[src/design/fla_pkg.sv]
// Shared types and constants of the free-list buffer allocator.
`default_nettype none

package fla_pkg;

  // Default pool size.
  localparam int DefPoolDepth = 64;

  // Command codes.
  localparam logic CmdAcquire = 1'b0;
  localparam logic CmdRelease = 1'b1;

  // Result status codes.
  typedef enum logic [1:0] {
    StatusOk     = 2'd0,
    StatusEmpty  = 2'd1,
    StatusRange  = 2'd2,
    StatusFree   = 2'd3
  } status_e;

  // Controller states.
  typedef enum logic {
    StIdle,
    StExec
  } fsm_state_e;

  // Commands from the controller to the datapath.
  typedef struct packed {
    logic accept;  // item taken this cycle; latch it and start the stack read
    logic commit;  // apply the item and load the result register
  } ctl_cmd_t;

  // Status from the datapath to the controller.
  typedef struct packed {
    logic out_stall;  // result register full and not taken this cycle
  } dp_stat_t;

endpackage

`default_nettype wire

[src/design/fla_ram.sv]
// Generic single-write, single-read RAM with registered read data.
`default_nettype none

module fla_ram #(
  parameter int WIDTH = 8,
  parameter int DEPTH = 64
) (
  input  wire logic                             clk_i,
  input  wire logic                             we_i,
  input  wire logic [$clog2(DEPTH)-1:0]         waddr_i,
  input  wire logic [WIDTH-1:0]                 wdata_i,
  input  wire logic                             re_i,
  input  wire logic [$clog2(DEPTH)-1:0]         raddr_i,
  output logic      [WIDTH-1:0]                 rdata_o
);

  logic [WIDTH-1:0] mem_q [DEPTH];
  logic [WIDTH-1:0] rdata_q;

  always_ff @(posedge clk_i) begin
    if (we_i) begin
      mem_q[waddr_i] <= wdata_i;
    end
    if (re_i) begin
      rdata_q <= mem_q[raddr_i];
    end
  end

  assign rdata_o = rdata_q;

endmodule

`default_nettype wire

[src/design/fla_ctrl.sv]
// Controller state machine of the free-list buffer allocator.
`default_nettype none

module fla_ctrl (
  input  wire logic              clk_i,
  input  wire logic              rst_ni,
  input  wire logic              in_valid_i,
  output logic                   in_ready_o,
  input  wire fla_pkg::dp_stat_t stat_i,
  output fla_pkg::ctl_cmd_t      cmd_o
);

  import fla_pkg::*;

  fsm_state_e state_q, state_d;

  always_ff @(posedge clk_i or negedge rst_ni) begin
    if (!rst_ni) begin
      state_q <= StIdle;
    end else begin
      state_q <= state_d;
    end
  end

  always_comb begin
    state_d = state_q;
    unique case (state_q)
      StIdle: begin
        if (in_valid_i) state_d = StExec;
      end
      StExec: begin
        // hold until the result register has room
        if (!stat_i.out_stall) state_d = StIdle;
      end
      default: state_d = StIdle;
    endcase
  end

  always_comb begin
    in_ready_o   = 1'b0;
    cmd_o.accept = 1'b0;
    cmd_o.commit = 1'b0;
    unique case (state_q)
      StIdle: begin
        in_ready_o   = 1'b1;
        cmd_o.accept = in_valid_i;
      end
      StExec: begin
        cmd_o.commit = !stat_i.out_stall;
      end
      default: ;
    endcase
  end

endmodule

`default_nettype wire

[src/design/fla_datapath.sv]
// Datapath: free stack, busy bits, stack pointer and result register.
`default_nettype none

module fla_datapath #(
  parameter int POOL_DEPTH = fla_pkg::DefPoolDepth
) (
  input  wire logic              clk_i,
  input  wire logic              rst_ni,
  input  wire fla_pkg::ctl_cmd_t cmd_i,
  output fla_pkg::dp_stat_t      stat_o,
  input  wire logic              command_i,
  input  wire logic [7:0]        entry_index_i,
  output logic                   out_valid_o,
  input  wire logic              out_ready_i,
  output logic [1:0]             status_o,
  output logic [5:0]             granted_index_o,
  output logic [6:0]             free_count_o
);

  import fla_pkg::*;

  localparam int IW = $clog2(POOL_DEPTH);
  localparam int TW = $clog2(POOL_DEPTH + 1);

  logic [TW-1:0]         top_q, top_d;
  logic [POOL_DEPTH-1:0] busy_q, busy_d;
  logic [POOL_DEPTH-1:0] vld_q, vld_d;
  logic                  cmd_q;
  logic [7:0]            idx_q;
  logic                  rd_vld_q;
  logic [IW-1:0]         rd_addr_q;
  logic [IW-1:0]         ram_rdata;
  logic [TW-1:0]         top_minus;
  logic [IW-1:0]         raddr;
  logic [IW-1:0]         got;
  logic [IW-1:0]         idx_w;
  logic                  idx_in_range;
  logic                  push_room;
  logic                  ram_we;
  status_e               status_d;
  logic [IW-1:0]         granted_d;
  logic [8:0]            granted_pad;
  logic [8:0]            top_pad;
  logic                  out_valid_q;
  logic [1:0]            status_q;
  logic [5:0]            granted_q;
  logic [6:0]            free_count_q;

  // Stack read is issued on accept; the top entry sits at top - 1.
  assign top_minus = top_q - TW'(1);
  assign raddr     = top_minus[IW-1:0];

  fla_ram #(
    .WIDTH (IW),
    .DEPTH (POOL_DEPTH)
  ) u_stack_ram (
    .clk_i   (clk_i),
    .we_i    (ram_we),
    .waddr_i (top_q[IW-1:0]),
    .wdata_i (idx_w),
    .re_i    (cmd_i.accept),
    .raddr_i (raddr),
    .rdata_o (ram_rdata)
  );

  always_ff @(posedge clk_i) begin
    if (cmd_i.accept) begin
      cmd_q     <= command_i;
      idx_q     <= entry_index_i;
      rd_vld_q  <= vld_q[raddr];
      rd_addr_q <= raddr;
    end
  end

  // A stack slot never written still holds its own position.
  assign got          = rd_vld_q ? ram_rdata : rd_addr_q;
  assign idx_w        = idx_q[IW-1:0];
  assign idx_in_range = {1'b0, idx_q} < 9'(POOL_DEPTH);
  assign push_room    = top_q < TW'(POOL_DEPTH);

  always_comb begin
    top_d     = top_q;
    busy_d    = busy_q;
    vld_d     = vld_q;
    ram_we    = 1'b0;
    status_d  = StatusOk;
    granted_d = '0;
    case (cmd_q)
      CmdAcquire: begin
        if (top_q == '0) begin
          status_d = StatusEmpty;
        end else begin
          granted_d   = got;
          top_d       = top_minus;
          busy_d[got] = 1'b1;
        end
      end
      default: begin
        if (!idx_in_range) begin
          status_d = StatusRange;
        end else if (!busy_q[idx_w]) begin
          status_d = StatusFree;
        end else begin
          busy_d[idx_w] = 1'b0;
          if (push_room) begin
            ram_we              = cmd_i.commit;
            vld_d[top_q[IW-1:0]] = 1'b1;
            top_d               = top_q + TW'(1);
          end
        end
      end
    endcase
  end

  assign granted_pad = 9'(granted_d);
  assign top_pad     = 9'(top_d);

  always_ff @(posedge clk_i or negedge rst_ni) begin
    if (!rst_ni) begin
      top_q       <= TW'(POOL_DEPTH);
      busy_q      <= '0;
      vld_q       <= '0;
      out_valid_q <= 1'b0;
    end else begin
      if (cmd_i.commit) begin
        top_q       <= top_d;
        busy_q      <= busy_d;
        vld_q       <= vld_d;
        out_valid_q <= 1'b1;
      end else if (out_ready_i) begin
        out_valid_q <= 1'b0;
      end
    end
  end

  always_ff @(posedge clk_i) begin
    if (cmd_i.commit) begin
      status_q     <= status_d;
      granted_q    <= granted_pad[5:0];
      free_count_q <= top_pad[6:0];
    end
  end

  assign stat_o.out_stall = out_valid_q && !out_ready_i;
  assign out_valid_o      = out_valid_q;
  assign status_o         = status_q;
  assign granted_index_o  = granted_q;
  assign free_count_o     = free_count_q;

  a_top_bound: assert property (@(posedge clk_i) disable iff (!rst_ni)
    top_q <= TW'(POOL_DEPTH))
    else $error("stack pointer beyond pool");

  a_conserve: assert property (@(posedge clk_i) disable iff (!rst_ni)
    ($countones(busy_q) + int'(top_q)) == POOL_DEPTH)
    else $error("busy plus free entries do not add up to the pool");

  a_commit_room: assert property (@(posedge clk_i) disable iff (!rst_ni)
    cmd_i.commit |-> !(out_valid_q && !out_ready_i))
    else $error("result overwritten before taken");

  a_commit_shows: assert property (@(posedge clk_i) disable iff (!rst_ni)
    cmd_i.commit |=> out_valid_q)
    else $error("committed item has no result");

endmodule

`default_nettype wire

[src/design/free_list_buffer_allocator_core.sv]
// Top level of the free-list buffer allocator.
//
// Input channel (in_valid_i/in_ready_o) carries one command per item:
// command_i = 0 acquires a free entry, command_i = 1 releases entry_index_i.
// Output channel (out_valid_o/out_ready_i) returns one result per item:
// status_o, granted_index_o and the free count after the command.
// In the cycle an item is accepted it issues a read of the free stack RAM at
// the top of stack; in the execute state it uses the registered read data
// and updates stack pointer, busy bits and the result register.
// The result register loads when the item commits in the execute state.
// A new item is accepted only in the idle state, due to the registered read
// port of the stack RAM. While a result waits in the output register, the
// next item is still accepted; it holds in execute until the result is taken.
// Reset frees all entries at once (no clearing pass); the first acquire
// returns index POOL_DEPTH-1.
`default_nettype none

module free_list_buffer_allocator_core #(
  parameter int POOL_DEPTH = fla_pkg::DefPoolDepth
) (
  input  wire logic       clk_i,
  input  wire logic       rst_ni,
  input  wire logic       in_valid_i,
  output logic            in_ready_o,
  input  wire logic       command_i,
  input  wire logic [7:0] entry_index_i,
  output logic            out_valid_o,
  input  wire logic       out_ready_i,
  output logic [1:0]      status_o,
  output logic [5:0]      granted_index_o,
  output logic [6:0]      free_count_o
);

  import fla_pkg::*;

  ctl_cmd_t cmd;
  dp_stat_t stat;

  fla_ctrl u_ctrl (
    .clk_i      (clk_i),
    .rst_ni     (rst_ni),
    .in_valid_i (in_valid_i),
    .in_ready_o (in_ready_o),
    .stat_i     (stat),
    .cmd_o      (cmd)
  );

  fla_datapath #(
    .POOL_DEPTH (POOL_DEPTH)
  ) u_datapath (
    .clk_i           (clk_i),
    .rst_ni          (rst_ni),
    .cmd_i           (cmd),
    .stat_o          (stat),
    .command_i       (command_i),
    .entry_index_i   (entry_index_i),
    .out_valid_o     (out_valid_o),
    .out_ready_i     (out_ready_i),
    .status_o        (status_o),
    .granted_index_o (granted_index_o),
    .free_count_o    (free_count_o)
  );

endmodule

`default_nettype wire
[config.mk]
export PLATFORM = sky130hd
export DESIGN_NAME = free_list_buffer_allocator_core
export DESIGN_NICKNAME = d
export VERILOG_FILES = /design/src/design/fla_pkg.sv /design/src/design/fla_ram.sv /design/src/design/fla_ctrl.sv /design/src/design/fla_datapath.sv /design/src/design/free_list_buffer_allocator_core.sv
export SDC_FILE = /design/constraint.sdc
export NUM_CORES = 1
export LEC_CHECK = 0
export ABC_AREA = 1
export BUFFER_PORTS_ARGS = -buffer_cell sky130_fd_sc_hd__buf_2
export CAP_MARGIN = 20
export CELL_PAD_IN_SITES_DETAIL_PLACEMENT = 1
export CELL_PAD_IN_SITES_GLOBAL_PLACEMENT = 1
export CORE_MARGIN = 1
export CORE_UTILIZATION = 46
export DETAILED_ROUTE_END_ITERATION = 12
export PLACE_DENSITY = 0.84
export SETUP_SLACK_MARGIN = 0.02
export SLEW_MARGIN = 20
export SYNTH_ARGS = -nofsm -noshare
export SYNTH_HDL_FRONTEND = slang
export SYNTH_SLANG_ARGS = --single-unit
[constraint.sdc]
create_clock -name clk_i -period 5.1 [get_ports clk_i]
set_input_delay 0.765 -clock clk_i [delete_from_list [all_inputs] [get_ports clk_i]]
set_output_delay 0.765 -clock clk_i [all_outputs]
set_load 0.05 [all_outputs]
# After elaboration in Yosys (flattened, before gate mapping)
# Memory sizes are Yosys's and may differ from the RTL's. A register that Yosys moved wholly into a read port is not among the register bits.
# Index checks and enable logic that the tools add are counted.
# totals
ff_bits	168
mem_bits_rw	384
out_inout_bits	17
in_bits	13
mem_count	1
# classes
muxes	38
add_sub_neg	2
n_reduce_logical	11
n_bitwise	5
eq_ne	3
n_lt_le_gt_ge	9
# memory_table
memory	words	word_bits	read_ports	rd_ports_with_merged_regs	write_ports	line	source
u_datapath.u_stack_ram.mem_q	64	6	1	1	1	fla_ram.sv:17	logic [WIDTH-1:0] mem_q [DEPTH];
# op_table
cell	count
2-to-1 mux 64 bit	4
OR 64 bit	2
bitwise AND 64 bit	1
NOT 64 bit	1
2-to-1 mux 7 bit	5
< comparator 6 x 7 -> 1 bit, second input constant	4
2-to-1 mux 1 bit	19
demux 1 bit (select 6 bit)	3
greater-or-equal comparator 6 x 1 -> 1 bit, second input constant	3
binary-select mux 1 bit (select 6 bit)	2
< comparator 8 x 7 -> 1 bit, second input constant	1
adder 7 x 1 -> 7 bit, second input constant	1
logical NOT 7 bit	1
< comparator 7 bit, second input constant	1
subtractor 7 x 1 -> 7 bit, second input constant	1
2-to-1 mux 2 bit	3
2-to-1 mux 6 bit	1
AND reduction 5 bit	1
logical AND 1 bit	4
inequality test 2 bit, second input constant	2
AND reduction 4 bit	1
logical NOT 1 bit	2
inequality test 2 x 1 -> 1 bit, second input constant	1
case mux 1 bit (2 select lines)	1
3 further kinds	3

# Depth between registers and ports, before layout
# depth
word_depth	10
ltp_mapped	17

# By module
# From an unflattened synthesis, not the netlist that was laid out.
# hier_totals
cells_unflattened	2683
area_unflattened_um2	25647.1
# by_module_without_submodules
mod	seq_area_each_um2	cells_per_inst	area_per_inst_um2	n_inst
fla_ram	11711.2	1376	15990.3	1
fla_datapath	4335.4	1300	9604.2	1
fla_ctrl	25.0	7	52.6	1

# Worst setup path before layout
# Ideal clock, no wire load.
# synth_timing
kind	register -> register
from	reg u_datapath.idx_q[5]
to	mem u_datapath.u_stack_ram.mem_q[23][0] (netlist name) (enable)
setup_slack_ps	1748
setup_ps	350
t_required_ps	4750
period_less_slack_ps	3352
stages_incl_launch_ff	14
t_arrival_ps	3002
cell_sequence	edfxtp_1 > buf_4 > inv_2 > nor3_4 > o21ai_1 > nand2_2 > nor2_4 > nand2_8 > nand4_4 > nor2_4 > buf_12 > nand3_4 > buf_6 > nor2_1
# synth_between
elab_chain_len	7
elab_cells_between_ends	8
classes_between	order compare (1); mux (7)
# synth_lines
element	line	source
from (decl)	fla_datapath.sv:29	logic [7:0] idx_q;
from (signal assigned)	fla_datapath.sv:69	idx_q <= entry_index_i;
binary-select mux 1 bit (select 6 bit)	fla_datapath.sv:101	end else if (!busy_q[idx_w]) begin
2-to-1 mux 1 bit (implied by the code)	fla_datapath.sv:101	
2-to-1 mux 1 bit	fla_datapath.sv:101	
2-to-1 mux 1 bit *	fla_datapath.sv:99	if (!idx_in_range) begin
2-to-1 mux 1 bit *	fla_datapath.sv:88	case (cmd_q)
2-to-1 mux 1 bit *	fla_ram.sv:21	if (we_i) begin
2-to-1 mux 1 bit (implied by the code) *	fla_ram.sv:22	mem_q[waddr_i] <= wdata_i;
to (decl)	fla_ram.sv:17	
# Every way passes the cells marked *; elsewhere a longest branch is shown, timed or not. The select of a mux whose other input is x is not followed.

# Worst setup path in the final report
# layout_timing
from	reg u_datapath.idx_q[0]
to	mem u_datapath.u_stack_ram.mem_q[7][2] (netlist name) (enable)
# Same word-level chain as after synthesis.

==> run_results.csv <==
group,metric,value,unit
timing,slew_headroom,0.2355,
grt,grt_pass1_wl,116600,um
power,p_leak,0.009872,uW
critical_path,reg2reg_depth,12,
placement,gp_congestion,0.9229,
route,ant_nets,0,
grt,grt_use_total,0.2873,
critical_path,cp_cell_sequence,"inv_2 > nand2_1 > nand3_1 > nand2_1 > o21ai_1 > nand2_1 > nor2_4 > nand2_8 > nand4_4 > nor2_4 > nand3_2 > nor2_1",
yosys,synth_top_cell_area_share,0.5228,
power,p_int,9920,uW
critical_path,r2r_slack,1360,ps
die,start_util,0.4685,
timing,clock_skew,62.00,ps
clock_tree,path_clk_slew,60,ps
critical_path,crit_type,"reg -> reg",
yosys,synth_edf_count,421,
critical_path,r2r-end,"u_datapath.u_stack_ram.mem_q[7][2]$_DFFE_PP_",
yosys,ys_ff_latch,558,
critical_path,slowest_stage,"edfxtp_1",
job,maxCapViolCount,0,
clock_tree,htree_levels,2,
power,combPwrFrac,0.415,
grt,grt_pass1_vias,18840,
yosys,avgSynthCellArea,10.83,um^2
timing,slew_viol_final,0,
die,die_y,231.3,um
timing,fmax,0.2672,GHz
timing,setup_viol,0,
yosys,syn-cell-area,24180,um^2
critical_path,cp_top_family,"simple AND/OR/NAND/NOR gates",
critical_path,cp.depth,12,
grt,overflow,0,
final_layout,drive_gt1_frac,0.09343,
yosys,synth_top_area_cell,"edfxtp_1",
grt,grt_max_degree,230,
clock_tree,cts_tree,"done",
power,clockPowerShare,0.259,
route,first_pass_iters,5,
critical_path,critPathMostFrequentCell,"nand2_1",
die,row_count,83,
yosys,yosys_warnings,0,
clock_tree,postCtsSetupRepairBufs,0,
timing,min_period,3742,ps
yosys,synthesis.nets,2248,
route,dr_total_vias,18170,
critical_path,cp-end-kind,"register",
critical_path,arrival,4040,ps
critical_path,slowest_delay,770,ps
yosys,ys_seq_area_frac,0.6646,
timing,period_share,0.7337,
power,p_per_area,650.8,nW/um^2
final_layout,area_growth,11.33,%
clock_tree,clockBufferDepth,3,
route,dr.first_iter.drc_count,2181,
route,viasPerCell,6.159,
yosys,synthArstFlopShare,0.2455,
clock_tree,tritoncts.num_buffers,58,
clock_tree,worstSkewPairLatency,660,ps
status,outcome,"finished clean",
timing,hold_viol,0,
power,sw_frac_of_total,0.4338,
yosys,synthFlopType,"edfxtp_1",
route,drc_errors,0,
die,die-width,231.3,um
clock_tree,holdBufCountCts,0,
worst_hold_path,min_path_type,"in -> async",
yosys,syn-instance-count,2232,
die,ioPinCount,30,
grt,antenna_found_initial,2,
yosys,synthDistinctLibCells,46,
critical_path,cp.required,5400,ps
placement,pre_cts_slack,1411,ps
critical_path,cp.buffers_inverters,1,
placement,numPortBuffers,29,
placement,hpwl,45690,um
timing,rsz0062_at_grt,"no",
route,wl_per_cell,25.66,um
timing,setup-tns-final,0,ps
power,ir_worst_vdd,0.5100,mV
final_layout,nets,2237,
yosys,ys_top_cells_by_area,"edfxtp_1, dfrtp_1, o21ai_0",
critical_path,critPathMaxFanout,34,
critical_path,crit_path_start_kind,"register",
power,switchingPower,7600,uW
power,power_frac_seq,0.326,
route,routed_wl,75730,um
clock_tree,clock-sinks,558,
clock_tree,cts_resized,0,
die,die-area,53490,um^2
die,coreArea,51610,um^2
timing,layout_setup_ws,1358,ps
clock_tree,cts_root_buf,"clkbuf_16",
critical_path,reg2reg_from,"u_datapath.idx_q[0]$_DFFE_PP_",
timing,tightest_slew,1143,ps
worst register-to-register path, cell delays in order (launching register included):
cell and delay [ps]:
edfxtp_1 770, inv_2 450, nand2_1 180, nand3_1 90, nand2_1 80, o21ai_1 70, nand2_1 140, nor2_4 90
nand2_8 110, nand4_4 110, nor2_4 250, nand3_2 460, nor2_1 630
power by group through the flow:
stage | Sequential [uW] | Clock [uW] | Combinational (uW)
5_1_grt | 5740 | 4710 | 7710
2_1_floorplan | 5940 | 0 | 4140
3_3_place_gp | 5770 | 0 | 6620
3_5_place_dp | 5800 | 0 | 6910
6_report | 5710 | 4540 | 7270
4_1_cts | 5710 | 4570 | 7060
stage by stage:
step | std cells | power (uW) | cell area (um^2) | hold slack, ps | util
floorplan | 2232 | 10070 | 24180 | 427.4 | -
global placement | 2841 | 12390 | 24870 | 439.3 | 0.4818
detailed placement | 2841 | 12710 | 24870 | 446.9 | 0.4819
CTS | 2949 | 17340 | 26910 | 293.1 | 0.5215
global route | 2951 | 18170 | 26920 | 307.3 | 0.5216
finish | 2951 | 17520 | 26920 | 258.7 | 0.5216
state kept, by name, indices dropped and copies added, names as in the netlist, 2 cells and up:
signal / count
u_datapath.rd_addr_q: 6
u_datapath.status_o: 2
u_datapath.top_q: 7
u_datapath.free_count_o: 7
u_datapath.busy_q: 64
u_datapath.idx_q: 8
u_datapath.granted_index_o: 6
u_datapath.vld_q: 64
u_datapath.u_stack_ram.rdata_o: 6
u_datapath.u_stack_ram.mem_q: 384
worst max path at each step:
stage	start	endpoint	slack (ps)
after floorplan	u_datapath.idx_q[5]$_DFFE_PP_	u_datapath.u_stack_ram.mem_q[23][0]$_DFFE_PP_	1750
after global placement	u_datapath.idx_q[0]$_DFFE_PP_	u_datapath.u_stack_ram.mem_q[4][3]$_DFFE_PP_	1640
after detailed placement	u_datapath.idx_q[0]$_DFFE_PP_	u_datapath.u_stack_ram.mem_q[1][3]$_DFFE_PP_	1410
after CTS	u_datapath.idx_q[0]$_DFFE_PP_	u_datapath.u_stack_ram.mem_q[7][5]$_DFFE_PP_	1380
after global routing	u_datapath.idx_q[0]$_DFFE_PP_	u_datapath.u_stack_ram.mem_q[7][5]$_DFFE_PP_	1110
final	u_datapath.idx_q[0]$_DFFE_PP_	u_datapath.u_stack_ram.mem_q[7][2]$_DFFE_PP_	1360
cells by family after synthesis:
| logic type | Yosys count | synth area share |
|---|---|---|
| simple gates | 805 | 0.1438 |
| compound gates | 572 | 0.1370 |
| flops | 558 | 0.6646 |
| buf+inv | 287 | 0.05030 |
| xor+xnor | 5 | 0.001811 |
| fa+ha+maj | 3 | 0.001552 |
| mux | 2 | 0.0008279 |
cell type report:
cell class / count / area (um^2)
fillers: 5480 / 24690
flip-flops and latches: 558 / 16080
inverters: 151 / 579.3
multi-input cells: 1387 / 6930
well taps: 680 / 850.8
diodes: 2 / 5.005
clock inverters: 38 / 508.0
repair buffers: 65 / 434.2
clock buffers: 70 / 1536
metal layers:
layer | GRT usage | part of all wire | vias up
met5 | 0 | 0 | -
met4 | 0.1223 | 0.043 | 0
met3 | 0.05204 | 0.086 | 215
met2 | 0.4587 | 0.47 | 935
met1 | 0.3860 | 0.41 | 9218
li1 | - | - | 7806
cell usage after synthesis, types with 8 or more instances:
master,count
a21oi_1,34
buf_1,12
buf_2,12
buf_6,11
clkbuf_1,94
dfrtp_1,136
edfxtp_1,421
inv_1,139
nand2_1,312
nand3_1,127
nor2_1,324
nor3_4,8
o211ai_1,24
o21ai_0,370
o21ai_1,11
o21bai_1,29
o221ai_1,64
o22ai_1,33
placed cells by master (no fill, tap or decap), types with 3 or more instances in the layout:
| cell type | count |
|---|---|
| a21oi_1 | 34 |
| buf_2 | 28 |
| buf_4 | 35 |
| bufinv_16 | 10 |
| clkbuf_1 | 8 |
| clkbuf_16 | 58 |
| clkbuf_8 | 4 |
| clkinv_1 | 13 |
| clkinv_2 | 9 |
| clkinvlp_4 | 3 |
| dfrtp_1 | 135 |
| edfxtp_1 | 421 |
| inv_1 | 137 |
| inv_2 | 8 |
| inv_6 | 3 |
| nand2_1 | 312 |
| nand2_2 | 5 |
| nand3_1 | 127 |
| nand3_4 | 5 |
| nor2_1 | 322 |
| nor2_2 | 3 |
| nor2_4 | 6 |
| nor3_1 | 4 |
| nor3_4 | 8 |
| o211ai_1 | 24 |
| o21ai_0 | 370 |
| o21ai_1 | 11 |
| o21ai_2 | 3 |
| o21bai_1 | 29 |
| o221ai_1 | 64 |
| o22ai_1 | 33 |
| or2_2 | 4 |
No activity file was read; power rests on OpenSTA's default activity.
